--- src/mmts_pkg.sv ---
package mmts_pkg;

	// default sizes
	localparam int DEF_NUM_TYPES     = 64;
	localparam int DEF_NUM_LEVELS    = 4;
	localparam int DEF_NUM_DIVISIONS = 8;

	// register map and reset value
	localparam int          REG_BASE_INTERVAL = 0;
	localparam logic [15:0] BASE_RESET        = 16'd10;

	// item kinds and result status codes
	localparam logic       ACT_RECORD    = 1'b0;
	localparam logic       ACT_READ      = 1'b1;
	localparam logic [1:0] STS_OK        = 2'd0;
	localparam logic [1:0] STS_BAD_TYPE  = 2'd1;
	localparam logic [1:0] STS_BAD_LEVEL = 2'd2;

	typedef enum logic [3:0] {
		ST_CLEAR,
		ST_IDLE,
		ST_LIVE_RD,
		ST_REC_WR,
		ST_L0_RD,
		ST_L0_WR,
		ST_LVL_CHK,
		ST_SUM_RD,
		ST_SUM_WAIT,
		ST_LVL_WR,
		ST_RING_RD,
		ST_RING_WAIT,
		ST_DONE
	} state_t;

	// commands from the sequencer to the datapath
	typedef struct packed {
		logic        load;
		logic        live_rd;
		logic        rec_wr;
		logic        l0_wr;
		logic        lvl_wr;
		logic        clr_wr;
		logic        bkt_rd;
		logic        sum_clr;
		logic        adv;
		logic        res_load;
		logic        use_item;
		logic [2:0]  rd_lvl;
		logic [2:0]  wr_lvl;
		logic [6:0]  typ;
		logic [5:0]  div;
		logic [15:0] clr_addr;
	} cmd_t;

	// status from the datapath to the sequencer
	typedef struct packed {
		logic it_bad;
		logic it_read;
		logic roll0;
		logic roll_lvl;
		logic out_free;
	} sts_t;

	function automatic logic [31:0] sat_add(input logic [31:0] a, input logic [31:0] b);
		logic [32:0] s;
		s = {1'b0, a} + {1'b0, b};
		return s[32] ? 32'hFFFF_FFFF : s[31:0];
	endfunction

endpackage

--- src/mmts_ctrl.sv ---
module mmts_ctrl #(
	parameter int NUM_TYPES     = mmts_pkg::DEF_NUM_TYPES,
	parameter int NUM_LEVELS    = mmts_pkg::DEF_NUM_LEVELS,
	parameter int NUM_DIVISIONS = mmts_pkg::DEF_NUM_DIVISIONS
) (
	input  logic            clk,
	input  logic            arst_n,
	input  logic            s_tvalid,
	output logic            s_tready,
	input  mmts_pkg::sts_t  sts,
	output mmts_pkg::cmd_t  cmd
);

	localparam int TW = (NUM_TYPES > 1) ? $clog2(NUM_TYPES) : 1;
	localparam int DW = $clog2(NUM_DIVISIONS);
	localparam int LW = (NUM_LEVELS > 1) ? $clog2(NUM_LEVELS) : 1;
	localparam int AW = LW + TW + DW;
	localparam logic [TW:0] NT_W = (TW + 1)'(NUM_TYPES);

	mmts_pkg::state_t state_q, state_d;
	logic [TW-1:0] t_q;
	logic [DW-1:0] d_q;
	logic [LW-1:0] lvl_q;
	logic [AW-1:0] clr_q;
	logic t_last, d_last, lvl_last, accept;

	assign t_last   = (t_q == TW'(NUM_TYPES - 1));
	assign d_last   = (d_q == DW'(NUM_DIVISIONS - 1));
	assign lvl_last = (lvl_q == LW'(NUM_LEVELS - 1));
	assign s_tready = (state_q == mmts_pkg::ST_IDLE);
	assign accept   = s_tvalid && s_tready;

	// next state
	always_comb begin
		state_d = state_q;
		unique case (state_q)
			mmts_pkg::ST_CLEAR:     if (&clr_q) state_d = mmts_pkg::ST_IDLE;
			mmts_pkg::ST_IDLE:      if (s_tvalid) state_d = mmts_pkg::ST_LIVE_RD;
			mmts_pkg::ST_LIVE_RD: begin
				if (sts.it_bad) state_d = mmts_pkg::ST_DONE;
				else if (sts.it_read) state_d = mmts_pkg::ST_RING_RD;
				else state_d = mmts_pkg::ST_REC_WR;
			end
			mmts_pkg::ST_REC_WR:
				state_d = sts.roll0 ? mmts_pkg::ST_L0_RD : mmts_pkg::ST_DONE;
			mmts_pkg::ST_L0_RD:     state_d = mmts_pkg::ST_L0_WR;
			mmts_pkg::ST_L0_WR: begin
				if (!t_last) state_d = mmts_pkg::ST_L0_RD;
				else if (NUM_LEVELS > 1) state_d = mmts_pkg::ST_LVL_CHK;
				else state_d = mmts_pkg::ST_DONE;
			end
			mmts_pkg::ST_LVL_CHK:
				state_d = sts.roll_lvl ? mmts_pkg::ST_SUM_RD : mmts_pkg::ST_DONE;
			mmts_pkg::ST_SUM_RD:    if (d_last) state_d = mmts_pkg::ST_SUM_WAIT;
			mmts_pkg::ST_SUM_WAIT:  state_d = mmts_pkg::ST_LVL_WR;
			mmts_pkg::ST_LVL_WR: begin
				if (!t_last) state_d = mmts_pkg::ST_SUM_RD;
				else if (lvl_last) state_d = mmts_pkg::ST_DONE;
				else state_d = mmts_pkg::ST_LVL_CHK;
			end
			mmts_pkg::ST_RING_RD:   if (d_last) state_d = mmts_pkg::ST_RING_WAIT;
			mmts_pkg::ST_RING_WAIT: state_d = mmts_pkg::ST_DONE;
			mmts_pkg::ST_DONE:      if (sts.out_free) state_d = mmts_pkg::ST_IDLE;
			default:                state_d = mmts_pkg::ST_IDLE;
		endcase
	end

	// command outputs
	always_comb begin
		cmd = '0;
		cmd.typ = 7'(t_q);
		cmd.div = 6'(d_q);
		cmd.wr_lvl = 3'(lvl_q);
		cmd.rd_lvl = 3'(lvl_q - 1'b1);
		cmd.clr_addr = 16'(clr_q);
		unique case (state_q)
			mmts_pkg::ST_CLEAR:   cmd.clr_wr = 1'b1;
			mmts_pkg::ST_IDLE:    cmd.load = s_tvalid;
			mmts_pkg::ST_LIVE_RD: begin
				cmd.live_rd = 1'b1;
				cmd.use_item = 1'b1;
			end
			mmts_pkg::ST_REC_WR: begin
				cmd.rec_wr = 1'b1;
				cmd.use_item = 1'b1;
			end
			mmts_pkg::ST_L0_RD:   cmd.live_rd = 1'b1;
			mmts_pkg::ST_L0_WR: begin
				cmd.l0_wr = 1'b1;
				cmd.wr_lvl = 3'd0;
				cmd.adv = t_last;
			end
			mmts_pkg::ST_SUM_RD: begin
				cmd.bkt_rd = 1'b1;
				cmd.sum_clr = (d_q == '0);
			end
			mmts_pkg::ST_LVL_WR: begin
				cmd.lvl_wr = 1'b1;
				cmd.adv = t_last;
			end
			mmts_pkg::ST_RING_RD: begin
				cmd.bkt_rd = 1'b1;
				cmd.use_item = 1'b1;
				cmd.sum_clr = (d_q == '0);
			end
			mmts_pkg::ST_DONE:    cmd.res_load = sts.out_free;
			default: ;
		endcase
	end

	// state and loop counters
	always_ff @(posedge clk or negedge arst_n) begin
		if (!arst_n) begin
			state_q <= mmts_pkg::ST_CLEAR;
			t_q <= '0;
			d_q <= '0;
			lvl_q <= '0;
			clr_q <= '0;
		end else begin
			state_q <= state_d;
			if (state_q == mmts_pkg::ST_CLEAR) clr_q <= clr_q + 1'b1;
			unique case (state_q)
				mmts_pkg::ST_IDLE: begin
					t_q <= '0;
					d_q <= '0;
				end
				mmts_pkg::ST_L0_WR: begin
					if (t_last) begin
						t_q <= '0;
						lvl_q <= LW'(1);
					end else begin
						t_q <= t_q + 1'b1;
					end
				end
				mmts_pkg::ST_LVL_CHK: begin
					t_q <= '0;
					d_q <= '0;
				end
				mmts_pkg::ST_SUM_RD, mmts_pkg::ST_RING_RD:
					d_q <= d_last ? '0 : d_q + 1'b1;
				mmts_pkg::ST_LVL_WR: begin
					if (t_last) begin
						t_q <= '0;
						if (!lvl_last) lvl_q <= lvl_q + 1'b1;
					end else begin
						t_q <= t_q + 1'b1;
					end
				end
				default: ;
			endcase
		end
	end

	a_load_when_free: assert property (@(posedge clk) disable iff (!arst_n)
		cmd.res_load |-> sts.out_free) else $error("result loaded over a pending result");
	a_accept_starts: assert property (@(posedge clk) disable iff (!arst_n)
		accept |=> state_q == mmts_pkg::ST_LIVE_RD) else $error("accepted item not started");
	a_type_range: assert property (@(posedge clk) disable iff (!arst_n)
		{1'b0, t_q} < NT_W) else $error("type counter out of range");
	a_no_clash: assert property (@(posedge clk) disable iff (!arst_n)
		!(cmd.clr_wr && (cmd.l0_wr || cmd.lvl_wr))) else $error("bucket write clash");

endmodule

--- config.mk ---
export PLATFORM = sky130hd
export DESIGN_NAME = mmts_ctrl
export DESIGN_NICKNAME = d
export VERILOG_FILES = /design/src/mmts_pkg.sv /design/src/mmts_ctrl.sv
export SDC_FILE = /design/constraint.sdc
export NUM_CORES = 1
export LEC_CHECK = 0
export BUFFER_PORTS_ARGS = -buffer_cell sky130_fd_sc_hd__buf_2
export CAP_MARGIN = 20
export CORE_ASPECT_RATIO = 0.75
export CORE_UTILIZATION = 52
export DETAILED_ROUTE_END_ITERATION = 7
export PLACE_DENSITY = 0.8
export SETUP_SLACK_MARGIN = 0.05
export SYNTH_ARGS = -nofsm -noshare
export SYNTH_HDL_FRONTEND = slang
export SYNTH_SLANG_ARGS = --single-unit
--- constraint.sdc ---
create_clock -name clk -period 1.8 [get_ports clk]
set_input_delay 0.54 -clock clk [delete_from_list [all_inputs] [get_ports clk]]
set_output_delay 0.54 -clock clk [all_outputs]
set_load 0.05 [all_outputs]
==> Yosys cells after proc, flatten, opt, wreduce, memory -nomap -nowiden <==
Cells that the tools add are included.
{ "op_classes": {"add_sub_neg": 5, "mux": 32, "n_reduce_logical": 13, "eq_ne": 23} }
{ "op_table": {"columns": ["operator", "n"], "rows": [
  ["$pmux 4 s13", 1],
  ["$mux 4", 11],
  ["$eq 4x4->1 const B", 5],
  ["$eq 4x3->1 const B", 4],
  ["$ne 2x2->1 const B", 8],
  ["$mux 2", 6],
  ["$pmux 6 s2", 1],
  ["$add 11x1->11 const B", 1],
  ["$reduce_and 11->1", 1],
  ["$mux 1", 9],
  ["$eq 4x2->1 const B", 2],
  ["$reduce_or 2->1", 4],
  ["$add 6x1->6 const B", 1],
  ["$eq 6x6->1 const B", 1],
  ["$mux 6", 1],
  ["$pmux 3 s2", 1],
  ["$reduce_bool 2->1", 3],
  ["$reduce_and 5->1", 1],
  ["$eq 4x1->1 const B", 1],
  ["$logic_not 4->1", 1],
  ["$pmux 2 s2", 1],
  ["$reduce_and 4->1", 1],
  ["$add 3x1->3 const B", 1],
  ["$eq 3x3->1 const B", 1],
  ["6 further kinds", 6]
]} }
{ "totals": {"inputBits": 8, "wordCells": 78, "regBits": 26, "output_inout_bits": 47} }

==> Logic depth before layout (Yosys ltp) <==
Gate-level depths: netlist (run 1).
{ "logic_depth": {"ltp_word": 4, "mapped_depth": 6, "ltp_nobuf": 6} }

==> Least setup slack after synthesis (run 1) <==
OpenSTA, ideal clock, no wires.
{ "synth_timing": {"path_type": "register to output", "start": "reg state_q[0]", "end": "out cmd[36] (netlist name)", "path_buffers": 2, "stages_incl_launch_ff": 4, "setup_slack_ns": -1.205, "required_time_ns": 1.260, "t_arrival_ns": 2.465, "path_cell_list": "dfrtp_1 > buf_4 > clkbuf_1 > nor4b_1"} }
{ "synth_rtl": {"columns": ["element", "line_no", "rtl"], "rows": [
  ["from (decl)", "mmts_ctrl.sv:20", "mmts_pkg::state_t state_q, state_d;"],
  ["from (signal assigned)", "mmts_ctrl.sv:114", "state_q <= mmts_pkg::ST_CLEAR;"],
  ["from (signal assigned)", "mmts_ctrl.sv:120", "state_q <= state_d;"],
  ["to (decl)", "mmts_ctrl.sv:11", "output mmts_pkg::cmd_t cmd"]
]} }

==> results of run 1 <==
-- path summary, 6_finish.rpt --
| check | endpoint | depth (start not counted) | slack (ns) | from |
|---|---|---|---|---|
| setup / recovery | cmd[40] | 4 | -0.33 | state_q[2]$_DFFE_PN0P_ |
| hold / removal | clr_q[8]$_DFFE_PN0N_ | 1 | 0.26 | arst_n |
| setup reg to reg | clr_q[10]$_DFFE_PN0N_ | 8 | -0.25 | state_q[2]$_DFFE_PN0P_ |
| hold reg to reg | clr_q[9]$_DFFE_PN0N_ | 1 | 0.52 | clr_q[9]$_DFFE_PN0N_ |
| max in group asynchronous | t_q[0]$_DFFE_PN0P_ | 1 | 1.09 | arst_n |
| min in group clk | clr_q[9]$_DFFE_PN0N_ | 1 | 0.52 | clr_q[9]$_DFFE_PN0N_ |
-- state kept, by name (all words and copies together), names as in the netlist --
signal and flops:
clr_q 11, t_q 6, state_q 4, lvl_q 2, d_q 3
-- cell usage in the layout, fill, tap and decap left out, types with 5 or more instances in the layout --
master / synthesis / final
nand4_1: 6 / 6
buf_4: 12 / 55
nand3_1: 10 / 8
xnor2_1: 8 / 7
nand2_1: 16 / 14
a21oi_1: 10 / 9
buf_6: 2 / 23
dfrtp_1: 26 / 17
buf_8: 0 / 5
inv_1: 9 / 6
nor2_4: 0 / 5
buf_2: 7 / 27
dfrtp_2: 0 / 9
conb_1: 1 / 10
ha_1: 7 / 5
-- critical path: cells and delay by family (launching register included) --
kind | cells | cell delay, ns
DFF | 1 | 0.47
and+or+nand+nor | 1 | 0.36
buffers and inverters | 3 | 0.47
-- timing repair --
action	in CTS	in global routing
hold buffers	0	0
resized for setup	56	23
setup endpoints to repair	21	34
pin swaps	10	9
buffers inserted	14	8
-- power by group --
part	total (W)	switching (W)	internal [W]
registers	0.000925	0.000187	0.000737
logic	0.00402	0.00227	0.00175
clock network	0.000506	0.000208	0.000298
-- final cells by class --
type,count,area [um2]
well taps,50,62.56
clock buffers,3,41.29
fillers,147,316.6
repair buffers,111,889.6
multi-input cells,162,1358
clock inverters,1,30.03
flip-flops and latches,26,661.9
inverters,9,41.29
-- routing by layer --
metal	GRT usage (%)	part of all wire [%]
met5	0	0
met4	10.78	4.9
met3	5.709	8.9
met2	56.23	47
met1	42.86	40
-- through the flow --
step	power, W	worst slack (ns)
floorplan	0.003067	-0.2357
global placement	0.003876	-0.04708
detailed placement	0.003960	-0.07927
CTS	0.004914	-0.2608
global route	0.005665	-0.3649
finish	0.005453	-0.3251
-- logic make-up (layout without fill, tap and decap cells) --
family	Yosys count	count (layout)	share of synthesized area [%]
AOI/OAI and AO/OA	46	46	17.68
xor gates and xnor gates	12	12	5.479
adders and majority gates	7	7	4.566
buffers and inverters	32	124	9.850
DFF	26	26	33.92
muxes	6	6	3.262
other	1	10	0.1955
and+or+nand+nor	81	81	25.05
==> out/results.tsv, run 1 <==
stage	metric	value	unit
status	run_status	finished, violations left	
status	violations	negative setup slack	
routing	drt-initial-drc-count	219	
power	power_density	1768	mW/mm2
sta	slew_headroom	58.51	%
routing	viasPerCell	6.213	
routing	antenna_left	0	
finish	final_cells	362	
global_route	grtUsageTotal	32.81	%
sta	setup-violations-final	27	
clock_network	clkLatencyLatePin	0.28	ns
synth	synth_enable_flop_cells	0	
clock_network	clk_pin_slew	0.11	ns
power	leakagePower	1.482	nW
synth	ys_warn_count	0	
finish	stdcell_area	0.003084	mm2
sta	hold_viol	0	
sta	slew_viol_final	0	
global_route	grt_pass1_vias	1999	
finish	nets	328	
routing	vias	2249	
synth	synth_cells	211	
sta	fin_crit_sh	118.1	%
floorplan	die_y	54.60	um
sta	fin_hold_ws	0.2569	ns
setup_path	start_kind	flip-flop	
setup_path	criticalPathCategory	reg -> out	
sta	final.min_clock_period	2.125	ns
synth	synth.top_cell.area_share	33.92	%
power	peakVddDrop	1.424	mV
floorplan	coreArea	0.003401	mm2
finish	areaGrowthSynthToFinish	60.80	%
setup_path	path_cells	buf_6 -> buf_6 -> nor4_4 -> buf_6	
synth	synth.distinct_cells	57	
routing	route.detailed.drc	0	
clock_network	ctsLongestPathBuffers	2	
flow_run	maxCapViolCount	0	
setup_path	cp_slowest_cell	dfrtp_2	
floorplan	rows	18	
finish	fin_util	90.69	%
sta	fin_ws	-0.3251	ns
setup_path	path_max_fanout	6	
global_route	grt_pass1_wl	9680	um
global_route	globalRouteOverflowTotal	0	
placement	io_buffers	44	
floorplan	num_io_pins	55	
synth	synth_commonest_cells	26 x dfrtp_1, 16 x nand2_1, 12 x buf_4	
finish	drive_gt1_share	53.53	%
setup_path	crit_required	1.26	ns
sta	rsz0062_at_grt	yes	
placement	place_congestion	0.8643	
setup_path	end_kind	output port	
placement	dp_cells	338	
global_route	grt_max_degree	27	
sta	fin_skew	0.01263	ns
floorplan	die_x	72.13	um
placement	dp_hpwl	3865	um
clock_network	cts_tree	built	
synth	synth_seq_cells	26	
finish	antenna_cells	0	
setup_path	cp_common_cell	buf_6	
clock_network	clock_sinks	26	
clock_network	h-tree-depth	1	
setup_path	max_stage_delay	0.47	ns
synth	synthesis.area	0.001918	mm2
sta	worst_pin_slew	0.6223	ns
placement	post_dp_cell_area	0.002587	mm2
synth	synth_top_area_cell	dfrtp_1	
routing	drtPass1Iterations	5	
clock_network	cts-buffers-inserted	3	
hold_path	hp-class	in -> async	
synth	ys.flop_type	dfrtp_1	
synth	synthTopCellsByArea	dfrtp_1 34%, buf_4 4.7%, ha_1 4.6%, xnor2_1 3.7%, nand2_1 3.1%	
sta	fmax	470.6	MHz
floorplan	die_area	0.003938	mm2
synth	ys_async_sr_fraction	100.0	%
sta	tns	-5.027	ns
synth	post-synth-top-count-cell	dfrtp_1	
clock_network	root_buffer	clkbuf_8	
synth	yosysSeqAreaShare	33.92	%
setup_path	arrival	1.59	ns
routing	routed_wl	7313	um
synth	syn_area_per_cell	9.090	um2
global_route	grt_antenna_before_repair	0	
routing	wl_per_cell	20.20	um
floorplan	initial_core_util	56.40	%
Power figures use the tool's default switching activity.
==> run 2: changes to the inputs <==
CORE_ASPECT_RATIO = not set   (was 0.75)
CORE_UTILIZATION = 47   (was 52)
PLACE_DENSITY = 0.76   (was 0.8)
clock period = 1.86 ns   (was 1.8 ns; I/O delays follow)
==> run 2 against run 1 <==
The run still ends with negative setup slack left. Sequential power is essentially flat. Hold slack gained 0.011 ns. Sequential cell count is the same. Register-to-register slack gained 0.25 ns. Sequential share of layout area grew 1.9 points. Global-route usage shrank 7.7 points. Final cell count shrank 6.1%. Core utilization shrank 16 points. Via count shrank 16%. Clock skew shrank 0.0090 ns. Worst setup slack gained 0.098 ns. Die area grew 10%.
==> out/results.tsv, run 2 (same netlist as run 1, synthesis figures left out) <==
stage	metric	value	unit
finish	fill_cells	265	
sta	fin_skew	0.003621	ns
sta	setup-violations-final	14	
setup_path	criticalPathCategory	reg -> out	
placement	pre_cts_slack	-0.02631	ns
global_route	grt_max_degree	27	
floorplan	die_y	65.89	um
setup_path	start_kind	flip-flop	
clock_network	ctsLongestPathBuffers	2	
floorplan	die_x	65.89	um
placement	post_dp_cell_area	0.002502	mm2
global_route	grtUsageTotal	25.11	%
global_route	globalRouteOverflowTotal	0	
floorplan	num_io_pins	55	
routing	wl_per_cell	15.05	um
clock_network	cts-buffers-inserted	3	
global_route	grt_pass1_vias	1861	
power	peakVddDrop	1.048	mV
setup_path	path_max_fanout	8	
finish	largestRegisters	clr_q (11), t_q (6), state_q (4)	
routing	route.detailed.drc	0	
sta	tns	-2.052	ns
sta	rsz0062_at_grt	yes	
floorplan	rows	22	
finish	largest_reg_flops	11	
setup_path	end_kind	output port	
routing	viasPerCell	5.571	
global_route	grt_pass1_wl	8342	um
setup_path	arrival	1.53	ns
floorplan	coreArea	0.003799	mm2
clock_network	clock_sinks	26	
routing	antenna_left	0	
power	leakagePower	1.353	nW
setup_path	critical_path.reg2reg.startpoint	state_q[3]$_DFFE_PN0P_	
sta	fmax	479.1	MHz
setup_path	cp-startpoint	state_q[3]$_DFFE_PN0P_	
routing	vias	1894	
sta	slew_headroom	61.02	%
finish	fin_util	74.67	%
placement	dp_hpwl	3532	um
clock_network	h-tree-depth	1	
sta	worst_pin_slew	0.5847	ns
finish	areaGrowthSynthToFinish	47.88	%
finish	regMostFlops	clr_q	
clock_network	cts_tree	built	
sta	final.min_clock_period	2.087	ns
clock_network	clkLatencyLatePin	0.28	ns
clock_network	clk_pin_slew	0.10	ns
finish	nets	308	
hold_path	hp-class	in -> async	
finish	layout_commonest_cell	buf_4	
floorplan	initial_core_util	50.49	%
sta	fin_crit_sh	112.2	%
flow_run	maxCapViolCount	0	
sta	hold_viol	0	
status	run_status	finished, violations left	
setup_path	crit_required	1.30	ns
finish	stdcell_area	0.002836	mm2
placement	place_congestion	0.8438	
global_route	grt_antenna_before_repair	0	
sta	fin_ws	-0.2274	ns
finish	ff_latch_area	661.9	um2
routing	routed_wl	5117	um
routing	drtPass1Iterations	4	
finish	antenna_cells	0	
finish	multiInputGateArea	0.001292	mm2
placement	io_buffers	44	
clock_network	root_buffer	clkbuf_8	
floorplan	die_area	0.004341	mm2
routing	drt-initial-drc-count	134	
finish	layout_common_cells	40 x buf_4, 28 x buf_2, 17 x dfrtp_1, 17 x buf_6, 15 x nand2_1	
power	power_density	1604	mW/mm2
status	violations	negative setup slack	
setup_path	worstRegToRegCells	6	
finish	drive_gt1_share	47.26	%
sta	slew_viol_final	0	
==> run 2: layer usage <==
metal	vias to the layer above	routed length, um	track usage [%]	part of all wire [%]
met5	-	0	0	0
met4	0	54	10.05	1.1
met3	8	263	4.138	5.1
met2	64	2600	43.37	51
met1	915	2199	30.74	43
li1	907	-	-	-
==> run 2: through the flow <==
step	power, W	instances	hold slack (ns)
floorplan	0.002939	220	0.2624
global placement	0.003619	325	0.4861
detailed placement	0.003666	325	0.4870
CTS	0.004448	338	0.2881
global route	0.004808	340	0.3042
finish	0.004551	340	0.2675
==> run 2: final timing paths <==
path / endpoint / slack (ns)
max: cmd[38] / -0.23
min: clr_q[7]$_DFFE_PN0N_ / 0.27
max reg2reg: state_q[0]$_DFFE_PN0P_ / 0
min reg2reg: clr_q[9]$_DFFE_PN0N_ / 0.52
max in group asynchronous: state_q[0]$_DFFE_PN0P_ / 1.17
min in group clk: clr_q[9]$_DFFE_PN0N_ / 0.52
==> run 2: power breakdown <==
part,switching (W),internal [W],total [W],leakage [nW]
logic,0.00181,0.00133,0.00314,0.984
registers,0.000211,0.000713,0.000925,0.333
clock network,0.000193,0.000288,0.000481,0.0357
total,0.00222,0.00233,0.00455,1.35
==> run 2: cell type report <==
cell class	instances	share of cell area [%]
Multi-Input combinational cell	162	45.57
Clock buffer	3	1.456
Tap cell	48	2.117
Timing Repair Buffer	91	25.01
Inverter	9	1.456
Clock inverter	1	1.059
Sequential cell	26	23.33
==> run 2: what timing repair did <==
item,CTS,global route
pin swaps,2,5
buffers inserted,9,2
resized for setup,48,8
setup endpoints to repair,20,27
hold buffers,0,0
==> run 2: worst max-delay path, stage by stage (launching register included) <==
cell and delay [ns]:
dfrtp_2 0.47, and3b_1 0.22, o21a_2 0.22, and3b_2 0.20, buf_6 0.15
